$ cat src/design/mmor_pkg.sv
`default_nettype none
// ----------------------------------------------------------------------------
// mmor_pkg
// Shared types and codes of the memory map overlap resolver.
// ----------------------------------------------------------------------------
package mmor_pkg;

	// region types
	localparam logic [2:0] KIND_NONE     = 3'd0;
	localparam logic [2:0] KIND_FREE     = 3'd1;
	localparam logic [2:0] KIND_RESERVED = 3'd2;
	localparam logic [2:0] KIND_BAD      = 3'd5;
	localparam int         KIND_NUM      = 5;

	// result status codes
	localparam logic [1:0] ST_OK    = 2'd0;
	localparam logic [1:0] ST_EMPTY = 2'd1;
	localparam logic [1:0] ST_OVF   = 2'd2;

	// output register sources
	localparam logic [1:0] SRC_ENTRY = 2'd0;
	localparam logic [1:0] SRC_REG   = 2'd1;
	localparam logic [1:0] SRC_EMPTY = 2'd2;
	localparam logic [1:0] SRC_OVF   = 2'd3;

	typedef struct packed {
		logic [63:0] start;
		logic [63:0] size;
		logic [2:0]  kind;
		logic [31:0] attr;
	} region_t;

	typedef struct packed {
		logic       load_wr;
		logic       clear;
		logic       scan_rd;
		logic       scan_eval;
		logic       upd;
		logic       eval;
		logic       rd_entry0;
		logic       out_rd_reg;
		logic       out_load;
		logic [1:0] out_src;
		logic       out_adv;
		logic       finish;
	} cmd_t;

	typedef struct packed {
		logic first_entry;
		logic ev_last;
		logic found;
		logic ovf_now;
		logic nreg_zero;
		logic out_last;
	} sts_t;

endpackage
`default_nettype wire

$ cat src/design/mmor_ctrl.sv
`default_nettype none
// ----------------------------------------------------------------------------
// mmor_ctrl
// Sequencer for load, event scan passes, sweep steps and result output.
// ----------------------------------------------------------------------------
module mmor_ctrl (
	input  wire                 clk,
	input  wire                 arst_n,
	input  wire                 in_valid,
	output logic                in_ready,
	input  wire                 final_entry,
	output logic                out_valid,
	input  wire                 out_ready,
	output mmor_pkg::cmd_t      cmd,
	input  wire mmor_pkg::sts_t sts
);
	localparam logic [3:0] S_LOAD   = 4'd0;
	localparam logic [3:0] S_PT_RD  = 4'd1;
	localparam logic [3:0] S_PT_LD  = 4'd2;
	localparam logic [3:0] S_INIT   = 4'd3;
	localparam logic [3:0] S_SCAN_A = 4'd4;
	localparam logic [3:0] S_SCAN_B = 4'd5;
	localparam logic [3:0] S_PICK   = 4'd6;
	localparam logic [3:0] S_EVAL   = 4'd7;
	localparam logic [3:0] S_OVF    = 4'd8;
	localparam logic [3:0] S_EMPTY  = 4'd9;
	localparam logic [3:0] S_ORD    = 4'd10;
	localparam logic [3:0] S_OLD    = 4'd11;
	localparam logic [3:0] S_WAIT   = 4'd12;

	logic [3:0] state_q, state_d;

	assign in_ready  = state_q == S_LOAD;
	assign out_valid = state_q == S_WAIT;

	// next state and commands
	always_comb begin
		state_d = state_q;
		cmd     = '0;
		unique case (state_q)
			S_LOAD: begin
				if (in_valid) begin
					cmd.load_wr = 1'b1;
					if (final_entry) state_d = sts.first_entry ? S_PT_RD : S_INIT;
				end
			end
			S_PT_RD: begin
				cmd.rd_entry0 = 1'b1;
				state_d       = S_PT_LD;
			end
			S_PT_LD: begin
				cmd.out_load = 1'b1;
				cmd.out_src  = mmor_pkg::SRC_ENTRY;
				state_d      = S_WAIT;
			end
			S_INIT: begin
				cmd.clear = 1'b1;
				state_d   = S_SCAN_A;
			end
			S_SCAN_A: begin
				cmd.scan_rd = 1'b1;
				state_d     = S_SCAN_B;
			end
			S_SCAN_B: begin
				cmd.scan_eval = 1'b1;
				state_d       = sts.ev_last ? S_PICK : S_SCAN_A;
			end
			S_PICK: begin
				if (sts.found) begin
					cmd.upd = 1'b1;
					state_d = S_EVAL;
				end else begin
					state_d = sts.nreg_zero ? S_EMPTY : S_ORD;
				end
			end
			S_EVAL: begin
				cmd.eval = 1'b1;
				state_d  = sts.ovf_now ? S_OVF : S_SCAN_A;
			end
			S_OVF: begin
				cmd.out_load = 1'b1;
				cmd.out_src  = mmor_pkg::SRC_OVF;
				state_d      = S_WAIT;
			end
			S_EMPTY: begin
				cmd.out_load = 1'b1;
				cmd.out_src  = mmor_pkg::SRC_EMPTY;
				state_d      = S_WAIT;
			end
			S_ORD: begin
				cmd.out_rd_reg = 1'b1;
				state_d        = S_OLD;
			end
			S_OLD: begin
				cmd.out_load = 1'b1;
				cmd.out_src  = mmor_pkg::SRC_REG;
				state_d      = S_WAIT;
			end
			S_WAIT: begin
				if (out_ready) begin
					if (sts.out_last) begin
						cmd.finish = 1'b1;
						state_d    = S_LOAD;
					end else begin
						cmd.out_adv = 1'b1;
						state_d     = S_ORD;
					end
				end
			end
			default: state_d = S_LOAD;
		endcase
	end

	// state register
	always_ff @(posedge clk or negedge arst_n) begin
		if (!arst_n) state_q <= S_LOAD;
		else state_q <= state_d;
	end

endmodule
`default_nettype wire

$ cat config.mk
export PLATFORM = sky130hd
export DESIGN_NAME = mmor_ctrl
export DESIGN_NICKNAME = d
export VERILOG_FILES = /design/src/design/mmor_pkg.sv /design/src/design/mmor_ctrl.sv
export SDC_FILE = /design/constraint.sdc
export NUM_CORES = 1
export LEC_CHECK = 0
export ABC_AREA = 1
export BUFFER_PORTS_ARGS = -buffer_cell sky130_fd_sc_hd__buf_2
export CAP_MARGIN = 25
export CELL_PAD_IN_SITES_DETAIL_PLACEMENT = 0
export CELL_PAD_IN_SITES_GLOBAL_PLACEMENT = 1
export CORE_MARGIN = 2
export CORE_UTILIZATION = 26
export CTS_CLUSTER_DIAMETER = 200
export DETAILED_ROUTE_END_ITERATION = 12
export PLACE_DENSITY = 0.79
export SYNTH_ARGS = -nofsm -noshare
export SYNTH_HDL_FRONTEND = slang
export SYNTH_SLANG_ARGS = --single-unit
export TNS_END_PERCENT = 100
$ cat constraint.sdc
create_clock -name clk -period 1.7 [get_ports clk]
set_clock_uncertainty 0.15 [all_clocks]
set_input_delay 0 -clock clk [delete_from_list [all_inputs] [get_ports clk]]
set_output_delay 0 -clock clk [all_outputs]
set_load 0.03 [all_outputs]
==> impl_metrics.ini, run 1 <==
[setup_path]
cpMostUsedCell = nand2_1
arrival_ns = 1.52
worstPathRequired_ns = 1.67
startpoint_type = primary input
r2r_setup_slack_ns = 0.28
end_kind = register
crit_fanout = 3
reg2reg_to = state_q[3]
timing.rr.start = state_q[2]
critPathSlowestCell = dlygate4sd3_1
path_class = primary input to register
critical_path.max_stage_delay_ns = 0.54
crit_chain = dlygate4sd3_1 -> buf_2 -> nand2_1 -> dlygate4sd3_1 -> nand2_1 -> nand2_2 -> inv_2 -> nand2_1 -> nand2_1
ff2ff_path_depth = 8

[floorplan]
die_h_um = 45.45
start_util_pct = 28.65
die_area_mm2 = 0.002066
io_pins = 26
num_rows = 14
die_x_um = 45.45
core_mm2 = 0.001559

[clock_network]
cts_tree = built
cts.clk_slew.worst_paths_ns = 0.04
postCtsResizedCells = 0
root_buffer = clkbuf_4
clock-sinks = 4
ctsHtreeMaxLevel = 1
clock_latency_ns = 0.24
cts.path.max_buffers = 2
cts_buffers = 3
cts_setup_buffers = 0
ctsHoldBuffers = 9

[run_status]
status = complete, no violations

[layout]
reg_top3 = state_q: 4 flops
layout-drive-gt1-share_pct = 43.86
nNetsFinal = 127
largest_reg_flops = 4
utilization_pct = 45.18
diodes = 0
syn2layout_area_growth_pct = 57.70
regMostFlops = state_q

[grt]
track_usage_pct = 14.08
grt_pass1_wl_mm = 2.104
grt_max_degree = 8
overflow = 0
antenna_found_initial = 0
grt_pass1_vias = 510

[power]
ir_drop_mv = 0.8952
pwr_density_cell_mw_per_mm2 = 1659
p_leak_nw = 0.4361

[timing]
min_period_ns = 1.549
min_period_over_period_pct = 91.10
hold_viol = 0
worst_slew_pin_slew_ns = 0.2553
tns_ns = 0
rsz0062_at_grt = no
slew_viol_final = 0
fin_hold_ws_ns = 0.002592
relSlewSlack_pct = 82.98
setup_viol = 0
max_freq_mhz = 645.7

[synthesis]
yosys_register_bits = 4
synth_edf_count = 0
yosysTopAreaCell = dfrtp_1
async_flop_share_pct = 100.0
syn_area_um2 = 446.7
ys_top_cells_by_count = nand2_1, inv_1, inv_2, nor2_1, nand3_1
yosysMostFrequentCell = nand2_1
netlist.area_leader.share_pct = 22.41
yosysWarningCount = 0
synthCells = 77
synth_nets = 88
synth_area_leaders = dfrtp_1, nand2_1, inv_1
synth.yosys.seq_area_share_pct = 22.41
synth_ff_type = dfrtp_1
synth_cell_type_count = 15
syn_avg_cell_area_um2 = 5.801

[hold_path]
hold_path.class = primary input to register
hold_depth = 5
hp-start = sts[4]
hold_end = state_q[1]

[route]
ant_nets = 0
first_pass_iters = 4
vias = 570
initialDrtViolationCount = 6
vias_per_cell = 4.385
drc = 0
routed_wl_mm = 1.288
routedWlPerCell_um = 9.908

[place]
portBuffers = 25
dpl.hpwl_mm = 1.026
gp_congestion = 0.8990

[job]
maxCapViolations = 0
worst max-delay path, delay by kind of cell:
family,cells,cell delay (ns)
buffers and inverters,4,1.22
AND/OR/NAND/NOR,5,0.28
kinds of logic (layout without fill, tap and decap cells):
kind of cell	after synthesis	after routing	synth area share (%)
compound gates	7	7	8.402
buf+inv	18	55	15.12
flops	4	4	22.41
simple gates	48	48	54.06
cell usage in the layout (no fill, tap or decap), drive strengths merged:
cell type    Yosys  routed
nor2            17      17
nor3             1       1
nand3            6       6
nor4             1       1
dlygate4sd3      0       9
o211ai           1       1
o21ai            1       1
inv             18      18
and3             1       1
dfrtp            4       4
a21oi            5       5
nand2           22      22
buf              0      25
clkbuf           0       3
stage by stage:
| step | power (mW) | cells | instance area (µm²) | worst slack [ns] |
|---|---|---|---|---|
| floorplan | 0.8321 | 77 | 446.7 | 0.03078 |
| global placement | 1.047 | 118 | 591.8 | 0.3070 |
| detailed placement | 1.029 | 118 | 591.8 | 0.2933 |
| CTS | 1.171 | 130 | 704.4 | 0.1560 |
| global route | 1.269 | 130 | 704.4 | 0.07089 |
| finish | 1.169 | 130 | 704.4 | 0.1512 |
layer usage:
layer | GRT usage, % | up-vias | wire (µm)
met5 | 0 | - | 0
met4 | 1.765 | 0 | 0
met3 | 4.762 | 0 | 56
met2 | 22.54 | 10 | 628
met1 | 18.78 | 248 | 603
li1 | - | 312 | -
how the worst max path moves through the flow:
stage	cells after the start	from	end
after floorplan	3	state_q[1]	cmd[0]
after global placement	8	state_q[2]	state_q[3]
after detailed placement	8	state_q[2]	state_q[3]
after CTS	9	final_entry	state_q[3]
after global routing	9	final_entry	state_q[3]
final	9	final_entry	state_q[3]
report_power, final:
group / internal [mW] / switching, mW
Combinational: 0.250 / 0.573
Clock: 0.0792 / 0.0426
Sequential: 0.141 / 0.0825
Total: 0.470 / 0.698
cell type report:
type | instances | area [µm²]
clock buffer | 3 | 22.52
fill | 154 | 854.6
inverter | 18 | 67.56
multi-input combinational | 55 | 279.0
sequential | 4 | 100.1
tap | 16 | 20.02
timing repair buffer | 34 | 215.2
No activity file was read; power rests on OpenSTA's default activity.
==> run 2: changes to the inputs <==
Settings changed: CELL_PAD_IN_SITES_DETAIL_PLACEMENT 0 to default, CELL_PAD_IN_SITES_GLOBAL_PLACEMENT 1 to default, CORE_AREA from default to 2 2 39 41, CORE_MARGIN 2 to default, CORE_UTILIZATION 26 to default, DIE_AREA from default to 0 0 41 43, PLACE_DENSITY 0.79 to 0.67.
Clock period 1.7 ns to 1.72 ns, I/O delays scaled along.
==> run 2 against run 1 <==
  * Non-clock buffer count is the same
  * Via count grew 5.3%
  * Design area is the same
  * Critical path type unchanged
  * Global-route usage grew 1.5 points
  * Final cell count is the same
  * Wire length shrank 3.9%
  * Flip-flop and latch count is the same
  * Critical endpoint unchanged
  * Highest routed layer is now met4
  * Sequential power shrank 4%
  * First-iteration DRC count shrank 33%
  * Register-to-register slack gained 0.06 ns
  * Largest cell class unchanged
==> impl_metrics.ini, run 2 (synthesis gave the netlist of run 1 again) <==
[grt]
grt_pass1_wl_mm = 1.890
track_usage_pct = 15.59
overflow = 0
antenna_found_initial = 0
grt_max_degree = 8
grt_pass1_vias = 550

[layout]
utilization_pct = 50.90
layout-drive-gt1-share_pct = 43.86
final_common_cell = buf_2
largest_reg_flops = 4
diodes = 0
reg_top3 = state_q: 4 flops
nNetsFinal = 127
most-common-layout-cells = buf_2, nand2_1
regMostFlops = state_q
final_cells = 130
syn2layout_area_growth_pct = 57.70

[route]
routedWlPerCell_um = 9.523
routed_wl_mm = 1.238
drc = 0
first_pass_iters = 3
vias = 600
vias_per_cell = 4.615
initialDrtViolationCount = 4
ant_nets = 0

[timing]
tns_ns = 0
max_freq_mhz = 639.8
hold_viol = 0
worst_slew_pin_slew_ns = 0.2255
setup_viol = 0
relSlewSlack_pct = 84.83
min_period_over_period_pct = 90.88
min_period_ns = 1.563
rsz0062_at_grt = no
slew_viol_final = 0

[clock_network]
cts_setup_buffers = 0
postCtsResizedCells = 0
root_buffer = clkbuf_4
ctsHtreeMaxLevel = 1
ctsHoldBuffers = 9
cts.path.max_buffers = 2
clock-sinks = 4
clock_latency_ns = 0.24
cts_buffers = 3
cts_tree = built
cts.clk_slew.worst_paths_ns = 0.04

[floorplan]
start_util_pct = 32.28
num_rows = 14
die_area_mm2 = 0.001763
die_h_um = 43
core_mm2 = 0.001384
die_x_um = 41
io_pins = 26

[place]
gp_congestion = 0.7639
portBuffers = 25
dp.cells = 118
dpl.hpwl_um = 945.9

[setup_path]
crit_fanout = 3
worstPathRequired_ns = 1.69
path_class = primary input to register
arrival_ns = 1.54
cpMostUsedCell = nand2_1
startpoint_type = primary input
end_kind = register
critical_path.max_stage_delay_ns = 0.55
crit_chain = dlygate4sd3_1 -> buf_2 -> nand2_1 -> dlygate4sd3_1 -> nand2_1 -> nand2_2 -> inv_2 -> nand2_1 -> nand2_1
critPathSlowestCell = dlygate4sd3_1

[hold_path]
hold_path.class = primary input to register

[power]
p_leak_nw = 0.4361
ir_drop_mv = 0.5877
pwr_density_cell_mw_per_mm2 = 1621

[job]
maxCapViolations = 0

[run_status]
status = complete, no violations
run 2: cell counts in the layout (fill, tap and decap cells not counted):
No cell type changed its count.
run 2: power breakdown:
group / total (mW) / switching [mW] / leakage (nW) / internal, mW
registers: 0.213 / 0.0732 / 0.0503 / 0.139
clock network: 0.116 / 0.0385 / 0.0138 / 0.0780
logic: 0.813 / 0.565 / 0.372 / 0.248
total: 1.14 / 0.677 / 0.436 / 0.465
run 2: worst paths after layout:
check                                 start  cells past startpoint          to  slack [ns]
worst max-delay path            final_entry                      9  state_q[3]        0.16
worst min-delay path                 sts[4]                      5  state_q[1]       0.009
worst max register to register   state_q[2]                      8  state_q[3]        0.34
worst min register to register   state_q[0]                      3  state_q[0]        0.57
max in group asynchronous            arst_n                      3  state_q[2]        0.75
min in group asynchronous            arst_n                      3  state_q[1]        0.51
run 2: stage by stage:
step / hold slack (ns) / worst slack (ns) / power, mW / cell area, µm²
after floorplan: -0.4456 / 0.05078 / 0.8225 / 446.7
after global placement: -0.3451 / 0.3356 / 1.013 / 591.8
after detailed placement: -0.3417 / 0.3368 / 1.010 / 591.8
after CTS: 0.01667 / 0.2013 / 1.149 / 704.4
after global routing: 0.03417 / 0.09049 / 1.240 / 704.4
final: 0.009315 / 0.1569 / 1.142 / 704.4
run 2: layer usage:
| layer | up-vias | part of all wire (%) | track usage (%) |
|---|---|---|---|
| met2 | 18 | 51 | 27.81 |
| li1 | 308 | - | - |
| met4 | 0 | 2.2 | 7.333 |
| met1 | 270 | 42 | 16.50 |
| met5 | - | 0 | 0 |
| met3 | 4 | 4.7 | 2.094 |
run 2: area by class of cell:
| cell class | instances | area (µm²) |
|---|---|---|
| Fill cell | 140 | 679.4 |
| Sequential cell | 4 | 100.1 |
| Inverter | 18 | 67.56 |
| Timing Repair Buffer | 34 | 215.2 |
| Tap cell | 16 | 20.02 |
| Clock buffer | 3 | 22.52 |
| Multi-Input combinational cell | 55 | 279.0 |
run 2: critical path: cells and delay by family:
family	cells	cell delay [ns]
and+or+nand+nor	5	0.29
buffers and inverters	4	1.24
==> run 3: changes to the inputs <==
Settings changed: CELL_PAD_IN_SITES_DETAIL_PLACEMENT from default to 1, CELL_PAD_IN_SITES_GLOBAL_PLACEMENT from default to 1, CORE_AREA 2 2 39 41 to default, CORE_ASPECT_RATIO from default to 1.4, CORE_MARGIN from default to 2, CORE_UTILIZATION from default to 23, DIE_AREA 0 0 41 43 to default, PLACE_DENSITY 0.67 to 0.74.
Clock period 1.72 ns to 1.3 ns, I/O delays scaled along.
==> run 3 against run 2 <==
  * The run now ends with setup timing left
  * Clock power grew 29%
  * Via count grew 10%
  * Die area grew 31%
  * Setup slack lost 0.30 ns
  * Critical path depth shrank 5
  * Worst hold slack lost 0.0050 ns
  * Register-to-register slack lost 0.46 ns
  * Total power grew 100%
  * Non-clock buffer count grew 8
  * Wire length grew 56%
  * Core utilization grew 3.4 points
==> impl_metrics.ini, run 3 (synthesis gave the netlist of run 1 again) <==
[run_status]
status = complete, but fails checks
violations = setup timing

[floorplan]
core_mm2 = 0.001802
die_area_mm2 = 0.002316
start_util_pct = 24.79
num_rows = 18
die_h_um = 56.15
io_pins = 26
die_x_um = 41.25

[grt]
grt_max_degree = 7
track_usage_pct = 18.08
grt_pass1_wl_mm = 2.856
overflow = 0
antenna_found_initial = 0
grt_pass1_vias = 651

[timing]
hold_viol = 0
worst_slew_pin_slew_ns = 0.2026
tns_ns = -1.579
min_period_ns = 1.443
relSlewSlack_pct = 86.44
max_freq_mhz = 693.0
rsz0062_at_grt = yes
setup_viol = 19
min_period_over_period_pct = 111.0
slew_viol_final = 0
fin_hold_ws_ns = 0.004351
worst_slack_ns = -0.1430

[setup_path]
end_kind = primary output
path_class = register to primary output
timing.rr.start = state_q[1]
reg2reg_to = state_q[1]
arrival_ns = 1.29
crit_fanout = 5
r2r_setup_slack_ns = -0.12
ff2ff_path_depth = 7
startpoint_type = register
worstPathRequired_ns = 1.15

[clock_network]
ctsHtreeMaxLevel = 1
cts_tree = built
root_buffer = clkbuf_4
cts.path.max_buffers = 2
clock-sinks = 4
clock_latency_ns = 0.23
cts_buffers = 3
cts.clk_slew.worst_paths_ns = 0.04

[layout]
syn2layout_area_growth_pct = 119.0
diodes = 0
largest_reg_flops = 4
final_common_cell = buf_6
layout-drive-gt1-share_pct = 67.21
final_cells = 142
stdcell_area_um2 = 978.4
reg_top3 = state_q: 4 flops
nNetsFinal = 135
regMostFlops = state_q
most-common-layout-cells = buf_6, nand2_1, nor2_4, buf_4, buf_2

[power]
p_int_mw = 1.060
p_sw_mw = 1.247
comb_power_share_pct = 79.0
pwr-share-clk_pct = 6.5
p_leak_nw = 0.4965
pwr_density_cell_mw_per_mm2 = 2357
share_seq_of_total_power_pct = 14.5
sw_frac_of_total_pct = 54.06
ir_drop_mv = 0.9328

[route]
ant_nets = 0
initialDrtViolationCount = 3
routed_wl_mm = 1.937
vias_per_cell = 4.648
routedWlPerCell_um = 13.64
drc = 0
vias = 660
first_pass_iters = 3

[hold_path]
hold_depth = 5
hold_end = state_q[0]
hp-start = in_valid
hold_path.class = primary input to register

[place]
portBuffers = 25
dpl.hpwl_mm = 1.283
placed_area_um2 = 680.7
gp_congestion = 0.7703
dp.cells = 129
dp_slack_ns = -0.09253

[job]
maxCapViolations = 0
==> run 3: cell types whose count changed in the layout (fill, tap and decap cells not counted), sizes merged <==
cell | previous run | this run
buf | 25 | 36
dlygate4sd3 | 9 | 6
==> run 3: critical path, cell delays in order, from the launching register on <==
cell and delay, ns:
dfrtp_2 0.46, nor2_4 0.18, buf_4 0.13, and3_4 0.17, buf_6 0.12
==> run 3: layout make-up <==
class	instances	area (µm²)
Fill cell	228	823.3
Multi-Input combinational cell	55	391.6
Timing Repair Buffer	42	361.6
Sequential cell	4	105.1
Inverter	18	72.57
Tap cell	20	25.02
Clock buffer	3	22.52
==> run 3: routing by layer <==
layer	part of all wire (%)	routed length, µm	GRT usage [%]
met5	0	0	0
met4	0.72	14	5.530
met3	3.5	68	3.200
met2	57	1105	32.59
met1	39	748	19.36
==> run 3: timing repair <==
item,in CTS,in global routing
endpoints found under the hold margin,6,0
gates resized for setup,37,19
endpoints found under the setup margin,19,19
buffers inserted,3,1
hold buffers,6,0
pin swaps,7,13
==> run 3: how the worst max path moves through the flow <==
| stage | startpoint | end | slack, ns |
|---|---|---|---|
| floorplan | state_q[3] | state_q[3] | -0.12 |
| global placement | state_q[1] | state_q[3] | -0.06 |
| detailed placement | state_q[1] | state_q[1] | -0.09 |
| CTS | state_q[2] | cmd[0] | -0.14 |
| global route | state_q[1] | state_q[3] | -0.22 |
| finish | state_q[2] | cmd[12] | -0.14 |
==> run 3: power by group through the flow <==
stage | registers, mW | logic (mW) | clock network, mW
after floorplan | 0.286 | 0.873 | 0
after global placement | 0.307 | 1.24 | 0
after detailed placement | 0.311 | 1.27 | 0
after CTS | 0.321 | 1.61 | 0.159
after global routing | 0.341 | 1.96 | 0.170
final | 0.336 | 1.82 | 0.150
==> run 3: stage by stage <==
| stage | power (mW) | utilization [%] |
|---|---|---|
| after floorplan | 1.159 | - |
| after global placement | 1.552 | 37.78 |
| after detailed placement | 1.581 | 37.78 |
| after CTS | 2.089 | 50.07 |
| after global routing | 2.473 | 54.31 |
| final | 2.307 | 54.31 |
